[src/design/wvc_pkg.sv]
// Shared constants for the weighted vote label combiner.
package wvc_pkg;

	localparam int NUM_VOTERS      = 4;
	localparam int VOTE_HALF       = NUM_VOTERS / 2;
	localparam int LABEL_W         = 5;
	localparam int CFG_DATA_W      = 16;
	localparam int CFG_IDX_W       = $clog2(NUM_VOTERS);
	localparam int MAX_LABEL_DEF   = 15;
	localparam int WEIGHT_BITS_DEF = 16;
	localparam int WEIGHT_RESET    = 256;

	// Register index of weight_0; weight_k sits at REG_WEIGHT_BASE + k.
	localparam int REG_WEIGHT_BASE = 0;

	localparam logic [LABEL_W-1:0] LABEL_NEG = '1;
	localparam logic [LABEL_W-1:0] LABEL_ONE = LABEL_W'(1);

endpackage

[src/design/wvc_argmax.sv]
// Two-stage selection of the winning class from the per-voter class totals.
module wvc_argmax #(
	parameter int MAX_LABEL   = wvc_pkg::MAX_LABEL_DEF,
	parameter int WEIGHT_BITS = wvc_pkg::WEIGHT_BITS_DEF,
	localparam int SLOT_W     = $clog2(MAX_LABEL + 1),
	localparam int SUM_W      = WEIGHT_BITS + $clog2(wvc_pkg::NUM_VOTERS)
) (
	input  logic                         clk,
	input  logic                         arst_n,
	input  logic                         en,
	input  logic                         vld_in,
	input  logic [SUM_W-1:0]             tot [wvc_pkg::NUM_VOTERS],
	input  logic [SLOT_W-1:0]            slot [wvc_pkg::NUM_VOTERS],
	input  logic                         any_neg,
	output logic                         vld_out,
	output logic [wvc_pkg::LABEL_W-1:0]  winner
);
	import wvc_pkg::*;

	logic [SUM_W-1:0]    half_t_d [2];
	logic [SLOT_W-1:0]   half_s_d [2];
	logic [SUM_W-1:0]    half_t_s4 [2];
	logic [SLOT_W-1:0]   half_s_s4 [2];
	logic                neg_s4;
	logic                vld_s4;
	logic [SUM_W-1:0]    fin_t;
	logic [SLOT_W-1:0]   fin_s;
	logic [LABEL_W-1:0]  winner_d;
	logic [LABEL_W-1:0]  winner_s5;
	logic                vld_s5;

	// A candidate wins on a larger total, or on an equal total with a lower slot.
	// Slot zero is class -1, so it comes first in the tie order.
	always_comb begin
		half_t_d[0] = tot[0];
		half_s_d[0] = slot[0];
		for (int j = 1; j < VOTE_HALF; j++) begin
			if (tot[j] > half_t_d[0] || (tot[j] == half_t_d[0] && slot[j] < half_s_d[0])) begin
				half_t_d[0] = tot[j];
				half_s_d[0] = slot[j];
			end
		end
		half_t_d[1] = tot[VOTE_HALF];
		half_s_d[1] = slot[VOTE_HALF];
		for (int j = VOTE_HALF + 1; j < NUM_VOTERS; j++) begin
			if (tot[j] > half_t_d[1] || (tot[j] == half_t_d[1] && slot[j] < half_s_d[1])) begin
				half_t_d[1] = tot[j];
				half_s_d[1] = slot[j];
			end
		end
	end

	always_ff @(posedge clk) begin
		if (en) begin
			half_t_s4 <= half_t_d;
			half_s_s4 <= half_s_d;
			neg_s4    <= any_neg;
		end
	end

	always_comb begin
		fin_t = half_t_s4[0];
		fin_s = half_s_s4[0];
		if (half_t_s4[1] > fin_t || (half_t_s4[1] == fin_t && half_s_s4[1] < fin_s)) begin
			fin_t = half_t_s4[1];
			fin_s = half_s_s4[1];
		end
		if (fin_t == '0) begin
			winner_d = neg_s4 ? LABEL_NEG : LABEL_ONE;
		end else if (fin_s == '0) begin
			winner_d = LABEL_NEG;
		end else begin
			winner_d = LABEL_W'(fin_s);
		end
	end

	always_ff @(posedge clk) begin
		if (en) begin
			winner_s5 <= winner_d;
		end
	end

	always_ff @(posedge clk or negedge arst_n) begin
		if (!arst_n) begin
			vld_s4 <= 1'b0;
			vld_s5 <= 1'b0;
		end else if (en) begin
			vld_s4 <= vld_in;
			vld_s5 <= vld_s4;
		end
	end

	assign vld_out = vld_s5;
	assign winner  = winner_s5;

endmodule

[src/design/weighted_vote_label_combiner_unit.sv]
// Top level of the weighted majority vote label combiner pipeline.
//
// Each request on the input channel (in_valid / in_stall) carries one sample's
// labels from four classifiers. Every voter adds its weight register to the
// class it named; the result request on the output channel (out_valid /
// out_stall) gives the class with the greatest positive total, ties to the
// lowest class with -1 first. With no positive total the result is -1 if any
// voter said -1, and 1 otherwise.
// Weights are unsigned Q8.8, written via cfg_we, cfg_index and cfg_data only
// while no request is in flight; the user must ensure this, the block does not.
// The pipeline has five register stages: decode, two-part tally, class totals,
// half selection and final selection, which is the output register. A request
// passes through them in that order, and its result is offered from the output
// register. One request is taken every cycle unless a waiting result is stalled,
// because all stages advance together; the per-stage adder and comparator
// depth sets only the clock period.
// When the receiver stalls a waiting result, the whole pipeline holds and
// in_stall rises; nothing is dropped or repeated.
// Reset clears every valid bit and returns all weights to 1.0 (256).
module weighted_vote_label_combiner_unit #(
	parameter int MAX_LABEL   = wvc_pkg::MAX_LABEL_DEF,
	parameter int WEIGHT_BITS = wvc_pkg::WEIGHT_BITS_DEF
) (
	input  logic                                clk,
	input  logic                                arst_n,
	input  logic                                cfg_we,
	input  logic [wvc_pkg::CFG_IDX_W-1:0]       cfg_index,
	input  logic [wvc_pkg::CFG_DATA_W-1:0]      cfg_data,
	input  logic                                in_valid,
	output logic                                in_stall,
	input  logic signed [wvc_pkg::LABEL_W-1:0]  label_0,
	input  logic signed [wvc_pkg::LABEL_W-1:0]  label_1,
	input  logic signed [wvc_pkg::LABEL_W-1:0]  label_2,
	input  logic signed [wvc_pkg::LABEL_W-1:0]  label_3,
	output logic                                out_valid,
	input  logic                                out_stall,
	output logic signed [wvc_pkg::LABEL_W-1:0]  winner_label
);
	import wvc_pkg::*;

	localparam int SLOT_W = $clog2(MAX_LABEL + 1);
	localparam int SUM_W  = WEIGHT_BITS + $clog2(NUM_VOTERS);

	logic [WEIGHT_BITS-1:0] weight_q [NUM_VOTERS];

	logic [LABEL_W-1:0]     lab [NUM_VOTERS];
	logic [LABEL_W-2:0]     lab_mag [NUM_VOTERS];
	logic                   is_neg [NUM_VOTERS];
	logic                   is_cls [NUM_VOTERS];
	logic [SLOT_W-1:0]      slot_d [NUM_VOTERS];
	logic [WEIGHT_BITS-1:0] wv_d [NUM_VOTERS];
	logic                   neg_d;

	logic                   en;
	logic                   vld_s1, vld_s2, vld_s3;
	logic                   neg_s1, neg_s2, neg_s3;
	logic [SLOT_W-1:0]      slot_s1 [NUM_VOTERS];
	logic [SLOT_W-1:0]      slot_s2 [NUM_VOTERS];
	logic [SLOT_W-1:0]      slot_s3 [NUM_VOTERS];
	logic [WEIGHT_BITS-1:0] wv_s1 [NUM_VOTERS];
	logic [SUM_W-1:0]       lo_d [NUM_VOTERS];
	logic [SUM_W-1:0]       hi_d [NUM_VOTERS];
	logic [SUM_W-1:0]       lo_s2 [NUM_VOTERS];
	logic [SUM_W-1:0]       hi_s2 [NUM_VOTERS];
	logic [SUM_W-1:0]       tot_s3 [NUM_VOTERS];
	logic                   res_vld;
	logic [LABEL_W-1:0]     res_label;

	// Weight registers.
	always_ff @(posedge clk or negedge arst_n) begin
		if (!arst_n) begin
			for (int k = 0; k < NUM_VOTERS; k++) begin
				weight_q[k] <= WEIGHT_BITS'(WEIGHT_RESET);
			end
		end else if (cfg_we) begin
			for (int k = 0; k < NUM_VOTERS; k++) begin
				if (cfg_index == CFG_IDX_W'(REG_WEIGHT_BASE + k)) begin
					weight_q[k] <= WEIGHT_BITS'(cfg_data);
				end
			end
		end
	end

	// The whole pipeline moves together unless a finished result is held.
	assign en       = !(res_vld && out_stall);
	assign in_stall = !en;

	assign lab[0] = label_0;
	assign lab[1] = label_1;
	assign lab[2] = label_2;
	assign lab[3] = label_3;

	// Stage 1: map each label to a class slot and gate its weight.
	always_comb begin
		neg_d = 1'b0;
		for (int k = 0; k < NUM_VOTERS; k++) begin
			lab_mag[k] = lab[k][LABEL_W-2:0];
			is_neg[k]  = (lab[k] == LABEL_NEG);
			is_cls[k]  = !lab[k][LABEL_W-1] && (lab_mag[k] != '0)
				&& (32'(lab_mag[k]) <= 32'(MAX_LABEL));
			slot_d[k]  = is_neg[k] ? '0 : SLOT_W'(lab_mag[k]);
			wv_d[k]    = (is_neg[k] || is_cls[k]) ? weight_q[k] : '0;
			neg_d      = neg_d | is_neg[k];
		end
	end

	// Stage 2: each voter sums the weights of all voters naming its class,
	// split over the two halves of the voter set.
	always_comb begin
		for (int k = 0; k < NUM_VOTERS; k++) begin
			lo_d[k] = '0;
			hi_d[k] = '0;
			for (int j = 0; j < VOTE_HALF; j++) begin
				if (slot_s1[j] == slot_s1[k]) begin
					lo_d[k] = lo_d[k] + SUM_W'(wv_s1[j]);
				end
			end
			for (int j = VOTE_HALF; j < NUM_VOTERS; j++) begin
				if (slot_s1[j] == slot_s1[k]) begin
					hi_d[k] = hi_d[k] + SUM_W'(wv_s1[j]);
				end
			end
		end
	end

	always_ff @(posedge clk) begin
		if (en) begin
			slot_s1 <= slot_d;
			wv_s1   <= wv_d;
			neg_s1  <= neg_d;
			slot_s2 <= slot_s1;
			lo_s2   <= lo_d;
			hi_s2   <= hi_d;
			neg_s2  <= neg_s1;
			slot_s3 <= slot_s2;
			neg_s3  <= neg_s2;
			for (int k = 0; k < NUM_VOTERS; k++) begin
				tot_s3[k] <= lo_s2[k] + hi_s2[k];
			end
		end
	end

	always_ff @(posedge clk or negedge arst_n) begin
		if (!arst_n) begin
			vld_s1 <= 1'b0;
			vld_s2 <= 1'b0;
			vld_s3 <= 1'b0;
		end else if (en) begin
			vld_s1 <= in_valid;
			vld_s2 <= vld_s1;
			vld_s3 <= vld_s2;
		end
	end

	wvc_argmax #(
		.MAX_LABEL   (MAX_LABEL),
		.WEIGHT_BITS (WEIGHT_BITS)
	) u_argmax (
		.clk     (clk),
		.arst_n  (arst_n),
		.en      (en),
		.vld_in  (vld_s3),
		.tot     (tot_s3),
		.slot    (slot_s3),
		.any_neg (neg_s3),
		.vld_out (res_vld),
		.winner  (res_label)
	);

	assign out_valid    = res_vld;
	assign winner_label = res_label;

endmodule

[config.mk]
export PLATFORM = sky130hd
export DESIGN_NAME = weighted_vote_label_combiner_unit
export DESIGN_NICKNAME = d
export VERILOG_FILES = /design/src/design/wvc_pkg.sv /design/src/design/wvc_argmax.sv /design/src/design/weighted_vote_label_combiner_unit.sv
export SDC_FILE = /design/constraint.sdc
export NUM_CORES = 1
export LEC_CHECK = 0
export ABC_AREA = 1
export ABC_CLOCK_PERIOD_IN_PS = 14500
export BUFFER_PORTS_ARGS = -buffer_cell sky130_fd_sc_hd__buf_2
export CAP_MARGIN = 40
export CELL_PAD_IN_SITES_DETAIL_PLACEMENT = 1
export CELL_PAD_IN_SITES_GLOBAL_PLACEMENT = 1
export CORE_ASPECT_RATIO = 1.2
export CORE_MARGIN = 2
export CORE_UTILIZATION = 49
export DETAILED_ROUTE_END_ITERATION = 8
export PLACE_DENSITY_LB_ADDON = 0.1
export SETUP_SLACK_MARGIN = 0.1
export SLEW_MARGIN = 20
export SYNTH_ARGS = -nofsm -noshare
export SYNTH_HDL_FRONTEND = slang
export SYNTH_HIERARCHICAL = 1
export SYNTH_SLANG_ARGS = --single-unit
export TNS_END_PERCENT = 50
[constraint.sdc]
create_clock -name clk -period 14.5 [get_ports clk]
set_input_delay 1.45 -clock clk [delete_from_list [all_inputs] [get_ports clk]]
set_output_delay 1.45 -clock clk [all_outputs]
set_load 0.02 [all_outputs]
==> flow_summary_export.csv <==
group,metric,value,unit
yosys,post-synth-top-area-cell,"edfxtp_1",
yosys,syn_area_per_cell,8.13,um^2
global_route,gr-usage-met1,37.1,%
setup_path,setup.worst_path.end_class,"flop",
yosys,synth_nets,3976,
global_route,globalRouteOverflowTotal,0,
sta,finalHoldViolCount,0,
cts,cts_tree,"yes",
global_route,use_met2,58.9,%
floorplanning,die_area,62700,um^2
cts,ctsResizeCount,0,
floorplanning,ios,50,
worst_hold_path,hold_class,"reg2reg",
sta,layout_setup_ws,10520,ps
flow_run,maxCapViolCount,0,
yosys,synth_area_leaders,"edfxtp_1, nand2_1, ha_1",
cts,post_cts_buffers,0,
placement,portBuffers,49,
setup_path,critPathKind,"reg2reg",
setup_path,worstPathArrival,4330,ps
yosys,synth_cell_type_count,48,
cts,cts_made_buffers,46,
sta,clock.fmax,0.251,GHz
yosys,async_flop_share,15.6,%
sta,slew_violations,0,
setup_path,path_cells,"xor2_1 -> a21oi_1 -> nand2_2 -> clkinv_1 -> nand2_1 -> inv_1 -> ha_1 -> nand2_1 -> nor2_1 -> nand2_1 -> nand2_1 -> nand2_1 -> nand2_1 -> nand2_1 -> nand3_1 -> nand2_1",
pwr,power_leakage,0.0166,uW
sta,rsz0062_at_grt,"no",
sta,period_share,27.4,%
sta,worst_pin_slew,846,ps
yosys,synth_edf_count,373,
sta,finalClockSkew,16.8,ps
yosys,ys_seq_area_share,43.5,%
global_route,busiest_layer,"met2",
global_route,antenna_found_initial,0,
cts,clk_pin_slew,70,ps
floorplanning,initial_core_util,49.7,%
floorplanning,die_w,229,um
cells_and_area,nFillCells,7378,
pwr,power-per-cell-area,207,nW/um^2
floorplanning,num_rows,98,
yosys,netlist.area_leader.share,37.6,%
global_route,grt_pass1_vias,27000,
cts,cts_hold_buf,0,
cts,htreeDepth,2,
routing,drt-wirelength-per-cell,22.5,um
cts,cts.sinks,442,
yosys,synth_most_common_cell,"nand2_1",
sta,setup_viol,0,
routing,ant_nets,0,
global_route,use_met3,3.77,%
yosys,synth_commonest_cells,"nand2_1, inv_1, edfxtp_1",
yosys,ys.flop_type,"edfxtp_1",
sta,relSlewSlack,43.6,%
yosys,syn_area,29800,um^2
routing,routed_wl,103000,um
placement,place.gp.congestion,0.971,
placement,pre_cts_ws,9780,ps
global_route,grt_first_pass_wirelength,155000,um
cells_and_area,area_delta_synth_final,9.67,%
placement,hpwl,81200,um
cells_and_area,layout-drive-gt1-share,5.90,%
cells_and_area,nNetsFinal,4044,
routing,initialDrtViolationCount,1400,
global_route,grt_use_total,32.8,%
routing,vias_per_cell,5.60,
routing,drcViolationCount,0,
yosys,ys_ff_latch,442,
setup_path,required,14850,ps
setup_path,critPathMaxFanout,31,
setup_path,critical_path.max_stage_delay,720,ps
sta,min_period,3980,ps
cts,root_buffer,"clkbuf_16",
cts,clock_latency,600,ps
run_status,outcome,"complete, no violations",
setup_path,start_kind,"flop",
floorplanning,die_h,274,um
sta,fin_tns_setup,0,ps
yosys,yosysWarnings,6,
pwr,ir_drop,0.136,mV
setup_path,critPathSlowestCell,"clkinv_1",
cts,cts.path.max_buffers,3,
routing,vias,25600,
setup_path,crit_top_cell,"nand2_1",
floorplanning,core,59800,um^2
routing,first_pass_iters,5,
global_route,grt_max_degree,70,
yosys,netlist_instances,3662,
-- registers in the layout (all words and copies together), names as in the netlist --
signal,cells
wv_s1,64
vld_s1,1
slot_s2,16
slot_s1,16
lo_s2,68
weight_q,64
hi_s2,68
neg_s1,1
slot_s3,16
neg_s3,1
neg_s2,1
u_argmax/half_s_s4,8
u_argmax/winner,5
u_argmax/vld_out,1
u_argmax/vld_s4,1
vld_s2,1
vld_s3,1
u_argmax/half_t_s4,36
tot_s3,72
u_argmax/neg_s4,1
-- cell families after synthesis --
kind of cell    count (synthesis)  synth area share [%]
flops                         442                  43.5
xor+xnor                       99                  2.91
buf+inv                       589                  7.68
fa+ha+maj                     271                  11.7
simple gates                 1784                  25.0
compound gates                477                  9.29
-- cell type report --
class / count / area, um^2 / share of cell area, %
inverters: 535 / 2010 / 6.15
well taps: 800 / 1000 / 3.07
multi-input cells: 2631 / 14500 / 44.6
repair buffers: 74 / 559 / 1.71
diodes: 1 / 2.50 / 0.00767
clock buffers: 60 / 1310 / 4.01
flip-flops and latches: 442 / 12900 / 39.6
clock inverters: 22 / 274 / 0.840
-- final timing paths --
path,startpoint,to,slack (ps),cells past startpoint
worst max-delay path,slot_s1[8]$_SDFFCE_PP0N_,hi_s2[51]$_DFFE_PN_,10520,16
min in group asynchronous,arst_n,weight_q[10]$_DFFE_PN0P_,810,2
worst max register to register,slot_s1[8]$_SDFFCE_PP0N_,hi_s2[51]$_DFFE_PN_,10520,16
max in group asynchronous,arst_n,weight_q[40]$_DFFE_PN1P_,13110,3
worst min register to register,slot_s2[1]$_DFFE_PN_,slot_s3[1]$_DFFE_PN_,420,0
worst min-delay path,slot_s2[1]$_DFFE_PN_,slot_s3[1]$_DFFE_PN_,420,0
-- cells in the final DEF, fill, tap and decap left out, types with 5 or more instances in the layout --
| cell | netlist | routed |
|---|---|---|
| a21o_1 | 16 | 16 |
| dfrtp_1 | 65 | 65 |
| nand3_1 | 247 | 247 |
| buf_2 | 15 | 49 |
| buf_4 | 2 | 12 |
| nor3_1 | 34 | 34 |
| nand3b_1 | 20 | 20 |
| clkbuf_16 | 0 | 49 |
| o21ai_0 | 176 | 176 |
| edfxtp_1 | 373 | 373 |
| nand2_1 | 1091 | 1089 |
| o21bai_1 | 10 | 10 |
| xnor2_1 | 19 | 19 |
| nand2_2 | 22 | 23 |
| buf_8 | 0 | 5 |
| clkbuf_1 | 30 | 7 |
| nor4_1 | 8 | 8 |
| and2_1 | 10 | 10 |
| bufinv_16 | 0 | 6 |
| a21boi_0 | 68 | 68 |
| fa_1 | 12 | 12 |
| nor2_1 | 294 | 294 |
| nand4_1 | 32 | 32 |
| ha_1 | 259 | 259 |
| xor2_1 | 80 | 80 |
| a21oi_1 | 168 | 168 |
| clkinv_1 | 2 | 7 |
| o21ai_2 | 22 | 22 |
| or2_2 | 15 | 15 |
| inv_1 | 531 | 531 |
-- critical path: cells and delay by family (launching register included) --
family          cells  cell delay, ps
xor+xnor            1             260
simple gates       11            1730
compound gates      1             110
flops               1             490
buf+inv             2             790
fa+ha+maj           1             360
-- power by group --
group / switching, uW / leakage [uW] / total (uW) / internal [uW]
logic: 2000 / 0.0109 / 2940 / 939
clock network: 514 / 0.000767 / 1260 / 742
registers: 481 / 0.00489 / 2570 / 2090
-- routing by layer --
metal | part of all wire (%) | wire [um]
met1 | 40 | 40800
met2 | 49 | 50900
met3 | 3.6 | 3660
met4 | 7.3 | 7450
met5 | 0 | 0
-- stage by stage --
| step | util, % | cell area [um^2] | std cells | total power, uW | hold slack, ps |
|---|---|---|---|---|---|
| global placement | 51.5 | 30800 | 4469 | 5250 | 402 |
| global route | 54.5 | 32600 | 4564 | 7180 | 427 |
| detailed placement | 51.8 | 31000 | 4478 | 5450 | 406 |
| floorplan | - | 29800 | 3662 | 4450 | 400 |
| finish | 54.5 | 32600 | 4565 | 6760 | 423 |
| CTS | 54.4 | 32600 | 4560 | 6750 | 421 |
Power figures use the tool's default switching activity.
